### src/hw/rtl/mhpq_pkg.sv
package mhpq_pkg;

  // Heap geometry.
  localparam int unsigned CAPACITY = 16;
  localparam int unsigned IDX_W    = (CAPACITY > 1) ? $clog2(CAPACITY) : 1;
  localparam int unsigned CNT_W    = $clog2(CAPACITY + 1);
  localparam int unsigned CIDX_W   = IDX_W + 2;
  localparam int unsigned KEY_W    = 32;
  localparam int unsigned TOTAL_W  = 5;
  localparam int unsigned STAT_W   = 2;

  // Microprogram store geometry.
  localparam int unsigned UPC_W = 5;

  typedef enum logic [STAT_W-1:0] {
    STAT_DONE  = 2'd0,
    STAT_FULL  = 2'd1,
    STAT_EMPTY = 2'd2
  } status_e;

  // Request codes.
  localparam logic REQ_INSERT = 1'b0;
  localparam logic REQ_REMOVE = 1'b1;

  // Datapath operations, one per microinstruction.
  typedef enum logic [3:0] {
    OP_NOP,
    OP_ACCEPT,
    OP_INS_START,
    OP_RD_PARENT,
    OP_MOVE_UP,
    OP_WRITE_KEY,
    OP_REM_START,
    OP_LOAD_KEY,
    OP_RD_LEFT,
    OP_TAKE_LEFT,
    OP_TAKE_RIGHT,
    OP_MOVE_DOWN,
    OP_CLEAR,
    OP_FIN_DONE,
    OP_FIN_FULL,
    OP_FIN_EMPTY
  } op_e;

  // Jump conditions.
  typedef enum logic [3:0] {
    C_NONE,
    C_ALWAYS,
    C_NO_ITEM,
    C_IS_REMOVE,
    C_FULL,
    C_EMPTY,
    C_ONE,
    C_AT_ROOT,
    C_PARENT_NOT_LESS,
    C_NO_LEFT,
    C_NO_RIGHT,
    C_CHILD_NOT_BIGGER
  } cond_e;

  typedef struct packed {
    op_e              op;
    cond_e            cond;
    logic [UPC_W-1:0] tgt;
  } uword_t;

  // Control from the sequencer to the datapath.
  typedef struct packed {
    op_e op;
  } ctrl_t;

  // Status from the datapath to the sequencer.
  typedef struct packed {
    logic item_valid;
    logic out_busy;
    logic is_remove;
    logic full;
    logic empty;
    logic one;
    logic at_root;
    logic parent_not_less;
    logic no_left;
    logic no_right;
    logic child_not_bigger;
  } flags_t;

  // Microprogram entry points.
  localparam logic [UPC_W-1:0] A_IDLE     = UPC_W'(0);
  localparam logic [UPC_W-1:0] A_DISPATCH = UPC_W'(1);
  localparam logic [UPC_W-1:0] A_INS_CHK  = UPC_W'(2);
  localparam logic [UPC_W-1:0] A_INS      = UPC_W'(3);
  localparam logic [UPC_W-1:0] A_UP_LOOP  = UPC_W'(4);
  localparam logic [UPC_W-1:0] A_UP_CMP   = UPC_W'(5);
  localparam logic [UPC_W-1:0] A_UP_MOVE  = UPC_W'(6);
  localparam logic [UPC_W-1:0] A_PLACE    = UPC_W'(7);
  localparam logic [UPC_W-1:0] A_FIN      = UPC_W'(8);
  localparam logic [UPC_W-1:0] A_FULL     = UPC_W'(9);
  localparam logic [UPC_W-1:0] A_REM      = UPC_W'(10);
  localparam logic [UPC_W-1:0] A_REM_CHK  = UPC_W'(11);
  localparam logic [UPC_W-1:0] A_REM_GO   = UPC_W'(12);
  localparam logic [UPC_W-1:0] A_REM_LOAD = UPC_W'(13);
  localparam logic [UPC_W-1:0] A_DN_LOOP  = UPC_W'(14);
  localparam logic [UPC_W-1:0] A_DN_LEFT  = UPC_W'(15);
  localparam logic [UPC_W-1:0] A_DN_RIGHT = UPC_W'(16);
  localparam logic [UPC_W-1:0] A_DN_CMP   = UPC_W'(17);
  localparam logic [UPC_W-1:0] A_DN_MOVE  = UPC_W'(18);
  localparam logic [UPC_W-1:0] A_ONE      = UPC_W'(19);
  localparam logic [UPC_W-1:0] A_EMPTY    = UPC_W'(20);

  // The microprogram itself. A step runs its operation, then jumps to its
  // target when its condition holds and otherwise falls through.
  function automatic uword_t ucode_rom(input logic [UPC_W-1:0] addr);
    uword_t w;
    w = '{op: OP_NOP, cond: C_ALWAYS, tgt: A_IDLE};
    case (addr)
      A_IDLE:     w = '{op: OP_ACCEPT,     cond: C_NO_ITEM,          tgt: A_IDLE};
      A_DISPATCH: w = '{op: OP_NOP,        cond: C_IS_REMOVE,        tgt: A_REM};
      A_INS_CHK:  w = '{op: OP_NOP,        cond: C_FULL,             tgt: A_FULL};
      A_INS:      w = '{op: OP_INS_START,  cond: C_NONE,             tgt: A_IDLE};
      A_UP_LOOP:  w = '{op: OP_RD_PARENT,  cond: C_AT_ROOT,          tgt: A_PLACE};
      A_UP_CMP:   w = '{op: OP_NOP,        cond: C_PARENT_NOT_LESS,  tgt: A_PLACE};
      A_UP_MOVE:  w = '{op: OP_MOVE_UP,    cond: C_ALWAYS,           tgt: A_UP_LOOP};
      A_PLACE:    w = '{op: OP_WRITE_KEY,  cond: C_NONE,             tgt: A_IDLE};
      A_FIN:      w = '{op: OP_FIN_DONE,   cond: C_ALWAYS,           tgt: A_IDLE};
      A_FULL:     w = '{op: OP_FIN_FULL,   cond: C_ALWAYS,           tgt: A_IDLE};
      A_REM:      w = '{op: OP_NOP,        cond: C_EMPTY,            tgt: A_EMPTY};
      A_REM_CHK:  w = '{op: OP_NOP,        cond: C_ONE,              tgt: A_ONE};
      A_REM_GO:   w = '{op: OP_REM_START,  cond: C_NONE,             tgt: A_IDLE};
      A_REM_LOAD: w = '{op: OP_LOAD_KEY,   cond: C_NONE,             tgt: A_IDLE};
      A_DN_LOOP:  w = '{op: OP_RD_LEFT,    cond: C_NO_LEFT,          tgt: A_PLACE};
      A_DN_LEFT:  w = '{op: OP_TAKE_LEFT,  cond: C_NO_RIGHT,         tgt: A_DN_CMP};
      A_DN_RIGHT: w = '{op: OP_TAKE_RIGHT, cond: C_NONE,             tgt: A_IDLE};
      A_DN_CMP:   w = '{op: OP_NOP,        cond: C_CHILD_NOT_BIGGER, tgt: A_PLACE};
      A_DN_MOVE:  w = '{op: OP_MOVE_DOWN,  cond: C_ALWAYS,           tgt: A_DN_LOOP};
      A_ONE:      w = '{op: OP_CLEAR,      cond: C_ALWAYS,           tgt: A_FIN};
      A_EMPTY:    w = '{op: OP_FIN_EMPTY,  cond: C_ALWAYS,           tgt: A_IDLE};
      default:    w = '{op: OP_NOP,        cond: C_ALWAYS,           tgt: A_IDLE};
    endcase
    return w;
  endfunction

endpackage

### src/hw/rtl/mhpq_seq.sv
module mhpq_seq (
  input  logic             clk_i,
  input  logic             rst_ni,
  input  mhpq_pkg::flags_t flags_i,
  output mhpq_pkg::ctrl_t  ctrl_o
);

  logic [mhpq_pkg::UPC_W-1:0] upc_d, upc_q;
  mhpq_pkg::uword_t           word;
  logic                       stall;
  logic                       taken;

  // Fetch the current microinstruction.
  assign word = mhpq_pkg::ucode_rom(upc_q);

  // A finishing step waits while the previous result is still unread.
  assign stall = flags_i.out_busy &&
                 ((word.op == mhpq_pkg::OP_FIN_DONE) ||
                  (word.op == mhpq_pkg::OP_FIN_FULL) ||
                  (word.op == mhpq_pkg::OP_FIN_EMPTY));

  // Evaluate the jump condition.
  always_comb begin
    case (word.cond)
      mhpq_pkg::C_NONE:             taken = 1'b0;
      mhpq_pkg::C_ALWAYS:           taken = 1'b1;
      mhpq_pkg::C_NO_ITEM:          taken = !flags_i.item_valid;
      mhpq_pkg::C_IS_REMOVE:        taken = flags_i.is_remove;
      mhpq_pkg::C_FULL:             taken = flags_i.full;
      mhpq_pkg::C_EMPTY:            taken = flags_i.empty;
      mhpq_pkg::C_ONE:              taken = flags_i.one;
      mhpq_pkg::C_AT_ROOT:          taken = flags_i.at_root;
      mhpq_pkg::C_PARENT_NOT_LESS:  taken = flags_i.parent_not_less;
      mhpq_pkg::C_NO_LEFT:          taken = flags_i.no_left;
      mhpq_pkg::C_NO_RIGHT:         taken = flags_i.no_right;
      mhpq_pkg::C_CHILD_NOT_BIGGER: taken = flags_i.child_not_bigger;
      default:                      taken = 1'b0;
    endcase
  end

  // Next step: hold, jump or fall through.
  always_comb begin
    if (stall) begin
      upc_d = upc_q;
    end else if (taken) begin
      upc_d = word.tgt;
    end else begin
      upc_d = upc_q + mhpq_pkg::UPC_W'(1);
    end
  end

  always_ff @(posedge clk_i or negedge rst_ni) begin
    if (!rst_ni) begin
      upc_q <= mhpq_pkg::A_IDLE;
    end else begin
      upc_q <= upc_d;
    end
  end

  // A stalled step issues no operation.
  assign ctrl_o.op = stall ? mhpq_pkg::OP_NOP : word.op;

  // The step counter only ever leaves the idle step with an item waiting.
  a_idle_waits: assert property (@(posedge clk_i) disable iff (!rst_ni)
    (upc_q == mhpq_pkg::A_IDLE) && !flags_i.item_valid |=> (upc_q == mhpq_pkg::A_IDLE))
    else $error("sequencer left idle without an item");

  // A stall holds the step counter.
  a_stall_holds: assert property (@(posedge clk_i) disable iff (!rst_ni)
    stall |=> $stable(upc_q))
    else $error("step counter moved during a stall");

endmodule

### src/hw/rtl/mhpq_dp.sv
module mhpq_dp (
  input  logic                              clk_i,
  input  logic                              rst_ni,
  input  mhpq_pkg::ctrl_t                   ctrl_i,
  output mhpq_pkg::flags_t                  flags_o,
  input  logic                              in_valid_i,
  input  logic                              req_type_i,
  input  logic signed [mhpq_pkg::KEY_W-1:0] key_value_i,
  output logic                              out_valid_o,
  input  logic                              out_ready_i,
  output logic [mhpq_pkg::STAT_W-1:0]       status_o,
  output logic [mhpq_pkg::TOTAL_W-1:0]      entry_total_o,
  output logic                              top_valid_o,
  output logic signed [mhpq_pkg::KEY_W-1:0] top_key_o
);

  localparam int unsigned IW = mhpq_pkg::IDX_W;
  localparam int unsigned CW = mhpq_pkg::CNT_W;
  localparam int unsigned XW = mhpq_pkg::CIDX_W;
  localparam int unsigned KW = mhpq_pkg::KEY_W;

  // Key store.
  logic signed [KW-1:0] mem [mhpq_pkg::CAPACITY];

  logic [CW-1:0]        cnt_q;
  logic [IW-1:0]        pos_q;
  logic [IW-1:0]        cidx_q;
  logic                 req_q;
  logic signed [KW-1:0] key_q;
  logic signed [KW-1:0] cand_q;
  logic signed [KW-1:0] rdata_q;
  logic signed [KW-1:0] top_q;

  logic                       out_valid_q;
  logic [mhpq_pkg::STAT_W-1:0] status_q;
  logic [mhpq_pkg::TOTAL_W-1:0] total_q;
  logic                       topv_q;
  logic signed [KW-1:0]       topk_q;

  logic [IW-1:0]        parent_idx;
  logic [XW-1:0]        left_x, right_x;
  logic [IW-1:0]        raddr;
  logic                 re;
  logic                 we;
  logic signed [KW-1:0] wdata;
  logic                 fin;
  logic [mhpq_pkg::STAT_W-1:0] fin_status;

  // Index arithmetic around the current hole.
  assign parent_idx = (pos_q - IW'(1)) >> 1;
  assign left_x     = {XW'(pos_q) << 1} + XW'(1);
  assign right_x    = {XW'(pos_q) << 1} + XW'(2);

  // Read port address select.
  always_comb begin
    re    = 1'b1;
    raddr = parent_idx;
    case (ctrl_i.op)
      mhpq_pkg::OP_RD_PARENT: raddr = parent_idx;
      mhpq_pkg::OP_REM_START: raddr = IW'(cnt_q - CW'(1));
      mhpq_pkg::OP_RD_LEFT:   raddr = left_x[IW-1:0];
      mhpq_pkg::OP_TAKE_LEFT: raddr = right_x[IW-1:0];
      default:                re    = 1'b0;
    endcase
  end

  // Write port select.
  always_comb begin
    we    = 1'b1;
    wdata = key_q;
    case (ctrl_i.op)
      mhpq_pkg::OP_WRITE_KEY: wdata = key_q;
      mhpq_pkg::OP_MOVE_UP:   wdata = rdata_q;
      mhpq_pkg::OP_MOVE_DOWN: wdata = cand_q;
      default:                we    = 1'b0;
    endcase
  end

  // Store: one write port, one registered read port.
  always_ff @(posedge clk_i) begin
    if (we) begin
      mem[pos_q] <= wdata;
    end
    if (re) begin
      rdata_q <= mem[raddr];
    end
  end

  // Shadow of the root entry, kept in step with every write to it.
  always_ff @(posedge clk_i) begin
    if (we && (pos_q == '0)) begin
      top_q <= wdata;
    end
  end

  // Working registers of the sift.
  always_ff @(posedge clk_i) begin
    case (ctrl_i.op)
      mhpq_pkg::OP_ACCEPT: begin
        if (in_valid_i) begin
          req_q <= req_type_i;
          key_q <= key_value_i;
        end
      end
      mhpq_pkg::OP_INS_START: pos_q <= cnt_q[IW-1:0];
      mhpq_pkg::OP_MOVE_UP:   pos_q <= parent_idx;
      mhpq_pkg::OP_REM_START: pos_q <= '0;
      mhpq_pkg::OP_LOAD_KEY:  key_q <= rdata_q;
      mhpq_pkg::OP_TAKE_LEFT: begin
        cand_q <= rdata_q;
        cidx_q <= left_x[IW-1:0];
      end
      mhpq_pkg::OP_TAKE_RIGHT: begin
        if (rdata_q > cand_q) begin
          cand_q <= rdata_q;
          cidx_q <= right_x[IW-1:0];
        end
      end
      mhpq_pkg::OP_MOVE_DOWN: pos_q <= cidx_q;
      default: ;
    endcase
  end

  // Entry count.
  always_ff @(posedge clk_i or negedge rst_ni) begin
    if (!rst_ni) begin
      cnt_q <= '0;
    end else begin
      case (ctrl_i.op)
        mhpq_pkg::OP_INS_START: cnt_q <= cnt_q + CW'(1);
        mhpq_pkg::OP_REM_START: cnt_q <= cnt_q - CW'(1);
        mhpq_pkg::OP_CLEAR:     cnt_q <= '0;
        default: ;
      endcase
    end
  end

  // Result status for the finishing steps.
  always_comb begin
    fin        = 1'b1;
    fin_status = mhpq_pkg::STAT_DONE;
    case (ctrl_i.op)
      mhpq_pkg::OP_FIN_DONE:  fin_status = mhpq_pkg::STAT_DONE;
      mhpq_pkg::OP_FIN_FULL:  fin_status = mhpq_pkg::STAT_FULL;
      mhpq_pkg::OP_FIN_EMPTY: fin_status = mhpq_pkg::STAT_EMPTY;
      default:                fin        = 1'b0;
    endcase
  end

  // Output register: the result waits here while the next item is taken.
  always_ff @(posedge clk_i or negedge rst_ni) begin
    if (!rst_ni) begin
      out_valid_q <= 1'b0;
    end else if (fin) begin
      out_valid_q <= 1'b1;
    end else if (out_ready_i) begin
      out_valid_q <= 1'b0;
    end
  end

  always_ff @(posedge clk_i) begin
    if (fin) begin
      status_q <= fin_status;
      total_q  <= mhpq_pkg::TOTAL_W'(cnt_q);
      topv_q   <= (cnt_q != '0);
      topk_q   <= (cnt_q != '0) ? top_q : '0;
    end
  end

  assign out_valid_o   = out_valid_q;
  assign status_o      = status_q;
  assign entry_total_o = total_q;
  assign top_valid_o   = topv_q;
  assign top_key_o     = topk_q;

  // Flags for the sequencer's jumps.
  assign flags_o.item_valid       = in_valid_i;
  assign flags_o.out_busy         = out_valid_q && !out_ready_i;
  assign flags_o.is_remove        = (req_q == mhpq_pkg::REQ_REMOVE);
  assign flags_o.full             = (cnt_q == CW'(mhpq_pkg::CAPACITY));
  assign flags_o.empty            = (cnt_q == '0);
  assign flags_o.one              = (cnt_q == CW'(1));
  assign flags_o.at_root          = (pos_q == '0);
  assign flags_o.parent_not_less  = !(rdata_q < key_q);
  assign flags_o.no_left          = (left_x >= XW'(cnt_q));
  assign flags_o.no_right         = (right_x >= XW'(cnt_q));
  assign flags_o.child_not_bigger = !(cand_q > key_q);

  // The count never passes the capacity.
  a_cnt_bound: assert property (@(posedge clk_i) disable iff (!rst_ni)
    cnt_q <= CW'(mhpq_pkg::CAPACITY))
    else $error("entry count above capacity");

  // Every store write lands inside the live part of the heap.
  a_write_live: assert property (@(posedge clk_i) disable iff (!rst_ni)
    we |-> (CW'(pos_q) < cnt_q))
    else $error("store write outside the held entries");

  // A full report only comes from a full heap.
  a_full_status: assert property (@(posedge clk_i) disable iff (!rst_ni)
    (ctrl_i.op == mhpq_pkg::OP_FIN_FULL) |-> (cnt_q == CW'(mhpq_pkg::CAPACITY)))
    else $error("full status with room left");

  // A finishing step always presents a result on the next cycle.
  a_fin_presents: assert property (@(posedge clk_i) disable iff (!rst_ni)
    fin |=> out_valid_q)
    else $error("finished item not presented");

endmodule

### src/hw/rtl/max_heap_priority_queue.sv
// Channel  Direction  Handshake              Payload
// in       input      in_valid_i/in_ready_o   req_type_i, key_value_i
// out      output     out_valid_o/out_ready_i status_o, entry_total_o, top_valid_o,
//                                             top_key_o
//
// One item at a time runs through a microprogram, from the accepting step to the result
// step. An insert climbs while the parent key is smaller; a remove moves the last key to
// the root and sinks it toward the larger child, and taking the last key clears the count.
// At most log2(CAPACITY) levels are walked. Reset clears the count and the sequencer; the
// key store is not cleared. A stalled result holds in the output register while the next
// item is accepted and worked on; the next result step waits until it is taken.
module max_heap_priority_queue (
  input  logic                              clk_i,
  input  logic                              rst_ni,
  input  logic                              in_valid_i,
  output logic                              in_ready_o,
  input  logic                              req_type_i,
  input  logic signed [mhpq_pkg::KEY_W-1:0] key_value_i,
  output logic                              out_valid_o,
  input  logic                              out_ready_i,
  output logic [mhpq_pkg::STAT_W-1:0]       status_o,
  output logic [mhpq_pkg::TOTAL_W-1:0]      entry_total_o,
  output logic                              top_valid_o,
  output logic signed [mhpq_pkg::KEY_W-1:0] top_key_o
);

  mhpq_pkg::ctrl_t  ctrl;
  mhpq_pkg::flags_t flags;

  // Microprogram sequencer.
  mhpq_seq u_seq (
    .clk_i   (clk_i),
    .rst_ni  (rst_ni),
    .flags_i (flags),
    .ctrl_o  (ctrl)
  );

  // Store, sift registers and output register.
  mhpq_dp u_dp (
    .clk_i         (clk_i),
    .rst_ni        (rst_ni),
    .ctrl_i        (ctrl),
    .flags_o       (flags),
    .in_valid_i    (in_valid_i),
    .req_type_i    (req_type_i),
    .key_value_i   (key_value_i),
    .out_valid_o   (out_valid_o),
    .out_ready_i   (out_ready_i),
    .status_o      (status_o),
    .entry_total_o (entry_total_o),
    .top_valid_o   (top_valid_o),
    .top_key_o     (top_key_o)
  );

  // The item is taken only in the idle step.
  assign in_ready_o = (ctrl.op == mhpq_pkg::OP_ACCEPT);

endmodule

### config.mk
export PLATFORM = sky130hd
export DESIGN_NAME = max_heap_priority_queue
export DESIGN_NICKNAME = d
export VERILOG_FILES = /design/src/hw/rtl/mhpq_pkg.sv /design/src/hw/rtl/mhpq_seq.sv /design/src/hw/rtl/mhpq_dp.sv /design/src/hw/rtl/max_heap_priority_queue.sv
export SDC_FILE = /design/constraint.sdc
export NUM_CORES = 1
export LEC_CHECK = 0
export BUFFER_PORTS_ARGS = -buffer_cell sky130_fd_sc_hd__buf_2
export CAP_MARGIN = 40
export CORE_MARGIN = 3
export CORE_UTILIZATION = 44
export CTS_BUF_LIST = sky130_fd_sc_hd__clkbuf_16
export CTS_CLUSTER_SIZE = 16
export DETAILED_ROUTE_END_ITERATION = 7
export PLACE_DENSITY = 0.71
export SLEW_MARGIN = 30
export SYNTH_ARGS = -nofsm -noshare
export SYNTH_HDL_FRONTEND = slang
export SYNTH_HIERARCHICAL = 1
export SYNTH_SLANG_ARGS = --single-unit
### constraint.sdc
create_clock -name clk_i -period 16.7 [get_ports clk_i]
set_clock_uncertainty 0.1 [all_clocks]
set_input_delay 2.505 -clock clk_i [delete_from_list [all_inputs] [get_ports clk_i]]
set_output_delay 2.505 -clock clk_i [all_outputs]
set_load 0.05 [all_outputs]
==> tab_implementation.tex <==
\begin{tabular}{lr}
\hline
Metric & Value \\
\hline
\multicolumn{2}{l}{\textbf{Placement}} \\
\quad Pre-CTS setup slack & 9.33 ns \\
\quad Placement Cell Area & 31700 sq um \\
\quad Half-perimeter wire length after detailed placement & 45.9 mm \\
\quad Count of buffers from port buffering & 78 \\
\quad RD Place Congestion & 0.930 \\
\multicolumn{2}{l}{\textbf{Logic synthesis}} \\
\quad Number of library cell types mapped by synthesis & 82 \\
\quad Syn Area/Cell & 13.2 sq um \\
\quad Share of flip-flops with an asynchronous set or reset & 0.0165 \\
\quad Post-synthesis cell count & 2287 \\
\quad Synth area leader & edfxtp\_1 \\
\quad Flop and latch count out of synthesis & 668 \\
\quad Dominant cell by count in the synthesized netlist & edfxtp\_1 \\
\quad Yosys warns & 6 \\
\quad Cell area after synthesis & 30200 sq um \\
\quad Number of nets produced by synthesis & 2448 \\
\quad Ranking of synthesized cells by area & edfxtp\_1, ha\_1, nand2\_1 \\
\quad Synth top area share & 0.653 \\
\quad Most frequently used flop master after synthesis & edfxtp\_1 \\
\quad Most frequent cells after synthesis & edfxtp\_1, nand2\_1, a211oi\_1, and3\_1, a31oi\_1 \\
\quad EDFF count, synth & 657 \\
\quad Fraction of the yosys area taken by sequential cells & 0.662 \\
\multicolumn{2}{l}{\textbf{STA}} \\
\quad Setup repair after global routing missed its margin & false \\
\quad Post-layout min period & 7.14 ns \\
\quad Ratio of final minimum period to clock period & 0.428 \\
\quad Worst slew margin relative to its limit & 0.434 \\
\quad TNS Setup & 0 ns \\
\quad Final worst setup slack & 9.56 ns \\
\quad Final-report max-slew violation count & 0 \\
\quad Maximum clock rate & 140 MHz \\
\quad Final count of hold timing violations & 0 \\
\quad Final setup vio count & 0 \\
\quad Pin slew with the least headroom to its limit & 0.841 ns \\
\multicolumn{2}{l}{\textbf{Run status}} \\
\quad Result of the run & finished clean \\
\multicolumn{2}{l}{\textbf{Layout}} \\
\quad Antenna diode count & 0 \\
\quad Total non-filler cell area in the finished layout & 33800 sq um \\
\quad Synth-to-Final Area Change & 11.9\% \\
\quad Share of cells above drive strength 1 & 0.128 \\
\quad Fill cell instance count of the final layout & 5557 \\
\quad Count of nets after finishing & 2493 \\
\multicolumn{2}{l}{\textbf{Floorplan}} \\
\quad Standard-cell row count & 95 \\
\quad Height of the die & 268 um \\
\quad Std-Cell Core Area & 67600 sq um \\
\quad I/O pins & 79 \\
\quad Die width & 268 um \\
\quad Initial core utilization & 0.447 \\
\quad Die area & 71800 sq um \\
\multicolumn{2}{l}{\textbf{Clock tree}} \\
\quad TritonCTS clock tree & yes \\
\quad Number of hold buffers added after cts & 0 \\
\quad Count of H-tree levels built during CTS & 3 \\
\quad Clock transition time at the flip-flop clock pins of the worst setup and hold paths & 0.06 ns \\
\quad Cts bufs inserted & 66 \\
\quad Clock tree root driver cell & clkbuf\_16 \\
\quad Clk sink count & 668 \\
\quad Setup Buffers After CTS & 0 \\
\quad Clock tree buffer depth & 3 \\
\quad Post\_cts resized & 0 \\
\quad Worst-skew pair later-pin latency & 0.61 ns \\
\multicolumn{2}{l}{\textbf{Global route}} \\
\quad Overall track demand over capacity in global routing & 0.219 \\
\quad Vias in the first global route & 19500 \\
\quad Gr ovfl total & 0 \\
\quad Initial antenna violation count & 0 \\
\quad Largest net degree at the start of global routing & 131 \\
\quad First-pass GRT wire length & 119 mm \\
\multicolumn{2}{l}{\textbf{Setup path}} \\
\quad Crit path cell chain & buf\_2 > nor2b\_1 > o2111ai\_1 > a211o\_1 > and2\_1 > nor4b\_2 > buf\_2 \\
\quad Cell repeated most along the worst path & buf\_2 \\
\quad Kind of end point of the critical path & output port \\
\quad Crit path max fanout & 15 \\
\quad Endpoint required time on the critical path & 14.10 ns \\
\quad Worst-case reg-to-reg path depth & 20 \\
\quad R2r setup slk & 10.21 ns \\
\quad FF-to-FF Start & u\_seq/upc\_q[2]\$\_DFFE\_PN0N\_ \\
\quad Startpoint Class & primary input \\
\quad Startpoint-to-endpoint class of the critical path & primary input to output port \\
\quad Worst reg2reg path endpoint & u\_dp/rdata\_q[5]\$\_DFFE\_PP\_ \\
\quad Max stage delay cell, worst path & a211o\_1 \\
\quad Arr. time, crit path & 4.54 ns \\
\quad Delay of the slowest critical-path stage & 0.47 ns \\
\multicolumn{2}{l}{\textbf{Detailed routing}} \\
\quad Number of routed nets with antenna violations & 0 \\
\quad Number of design-rule violations left by the first detailed-router iteration & 2424 \\
\quad Residual DRC & 0 \\
\quad Vias & 19800 \\
\quad WL final & 79.4 mm \\
\quad Detailed-router iteration count before antenna repair & 8 \\
\quad Post-DR vias/cell & 6.09 \\
\quad Post-detailed-route wirelength per cell & 24.4 um \\
\multicolumn{2}{l}{\textbf{Run}} \\
\quad Max-capacitance violation count & 0 \\
\multicolumn{2}{l}{\textbf{Hold path}} \\
\quad Worst Hold Class & register to register \\
\quad End point of the most critical hold path & u\_dp/pos\_q[2]\$\_DFFE\_PP\_ \\
\quad Worst hold path cell count & 2 \\
\quad Worst Hold Launch & u\_dp/cidx\_q[2]\$\_DFFE\_PP\_ \\
\hline
\end{tabular}
-- worst max-delay path by stage --
stage	startpoint	end	slack, ns
6_report	out_ready_i	in_ready_o	9.56
5_1_grt	out_ready_i	in_ready_o	9.41
4_1_cts	out_ready_i	in_ready_o	9.52
3_5_place_dp	out_ready_i	u_dp/rdata_q[5]$_DFFE_PP_	9.33
3_3_place_gp	out_ready_i	u_dp/rdata_q[7]$_DFFE_PP_	8.97
2_1_floorplan	out_ready_i	u_dp/cand_q[0]$_DFFE_PP_	9.43
-- final cells by class --
type                            count  area, sq um  area share
Multi-Input combinational cell   1382         9360       0.277
Clock buffer                       68         1700      0.0503
Sequential cell                   668        20000       0.592
Timing Repair Buffer              127          908      0.0269
Inverter                           87          327     0.00966
Clock inverter                     49          423      0.0125
Tap cell                          873         1090      0.0323
-- cell families after synthesis --
| family | count (synthesis) | synth area share |
|---|---|---|
| simple gates | 688 | 0.111 |
| xor+xnor | 14 | 0.00406 |
| fa+ha+maj | 124 | 0.0514 |
| compound gates | 520 | 0.123 |
| mux | 36 | 0.0133 |
| buf+inv | 237 | 0.0350 |
| flops | 668 | 0.662 |
-- per-stage QoR --
stage / util / instances / hold slack, ns
after floorplan: - / 2287 / 0.320
after global placement: 0.465 / 3128 / 0.413
after detailed placement: 0.469 / 3137 / 0.405
after CTS: 0.500 / 3254 / 0.428
after global routing: 0.500 / 3254 / 0.447
final: 0.500 / 3254 / 0.440
-- layer usage --
layer	GRT usage	vias to the layer above	part of all wire
li1	-	8855	-
met2	0.348	983	0.46
met1	0.302	9798	0.41
met4	0.0955	0	0.039
met5	0	-	0
met3	0.0353	186	0.091
-- critical path: cells and delay by family --
kind                   cells  cell delay [ns]
AND/OR/NAND/NOR            3             0.97
AO/OA/AOI/OAI              2             0.63
buffers and inverters      2             0.43
-- cells in the final DEF, fill, tap and decap left out, types with 6 or more instances in the layout --
| master | synthesis | layout |
|---|---|---|
| a211oi_1 | 134 | 134 |
| a21o_1 | 26 | 26 |
| a21oi_1 | 39 | 39 |
| a221o_1 | 36 | 36 |
| a22oi_1 | 69 | 69 |
| a31oi_1 | 132 | 132 |
| and2_1 | 7 | 6 |
| and3_1 | 133 | 133 |
| buf_2 | 55 | 78 |
| buf_4 | 8 | 40 |
| bufinv_16 | 0 | 6 |
| clkbuf_16 | 0 | 68 |
| clkinv_1 | 0 | 14 |
| clkinv_2 | 0 | 7 |
| dfrtp_1 | 11 | 11 |
| edfxtp_1 | 657 | 657 |
| ha_1 | 124 | 124 |
| inv_1 | 87 | 97 |
| mux2_2 | 33 | 33 |
| nand2_1 | 323 | 322 |
| nand2b_1 | 16 | 16 |
| nand3_1 | 12 | 12 |
| nand4_1 | 19 | 19 |
| nor2_1 | 79 | 64 |
| nor2_4 | 0 | 13 |
| nor2b_1 | 47 | 45 |
| nor3_1 | 18 | 13 |
| o21ai_0 | 32 | 31 |
| xnor2_1 | 6 | 6 |
| xor2_1 | 8 | 8 |
-- state kept, by name, summed over array words and instances, names as in the netlist, 2 cells and up --
name	cells
u_dp/rdata_q	32
u_dp/top_key_o	32
u_dp/cand_q	32
u_seq/upc_q	5
u_dp/cnt_q	5
u_dp/cidx_q	4
u_dp/key_q	32
u_dp/entry_total_o	5
u_dp/mem	512
u_dp/pos_q	4
u_dp/status_o	2
Power is left out: the tool's default activity adds up to more than one toggle a clock period on the data nets, which glitch-free logic cannot reach.
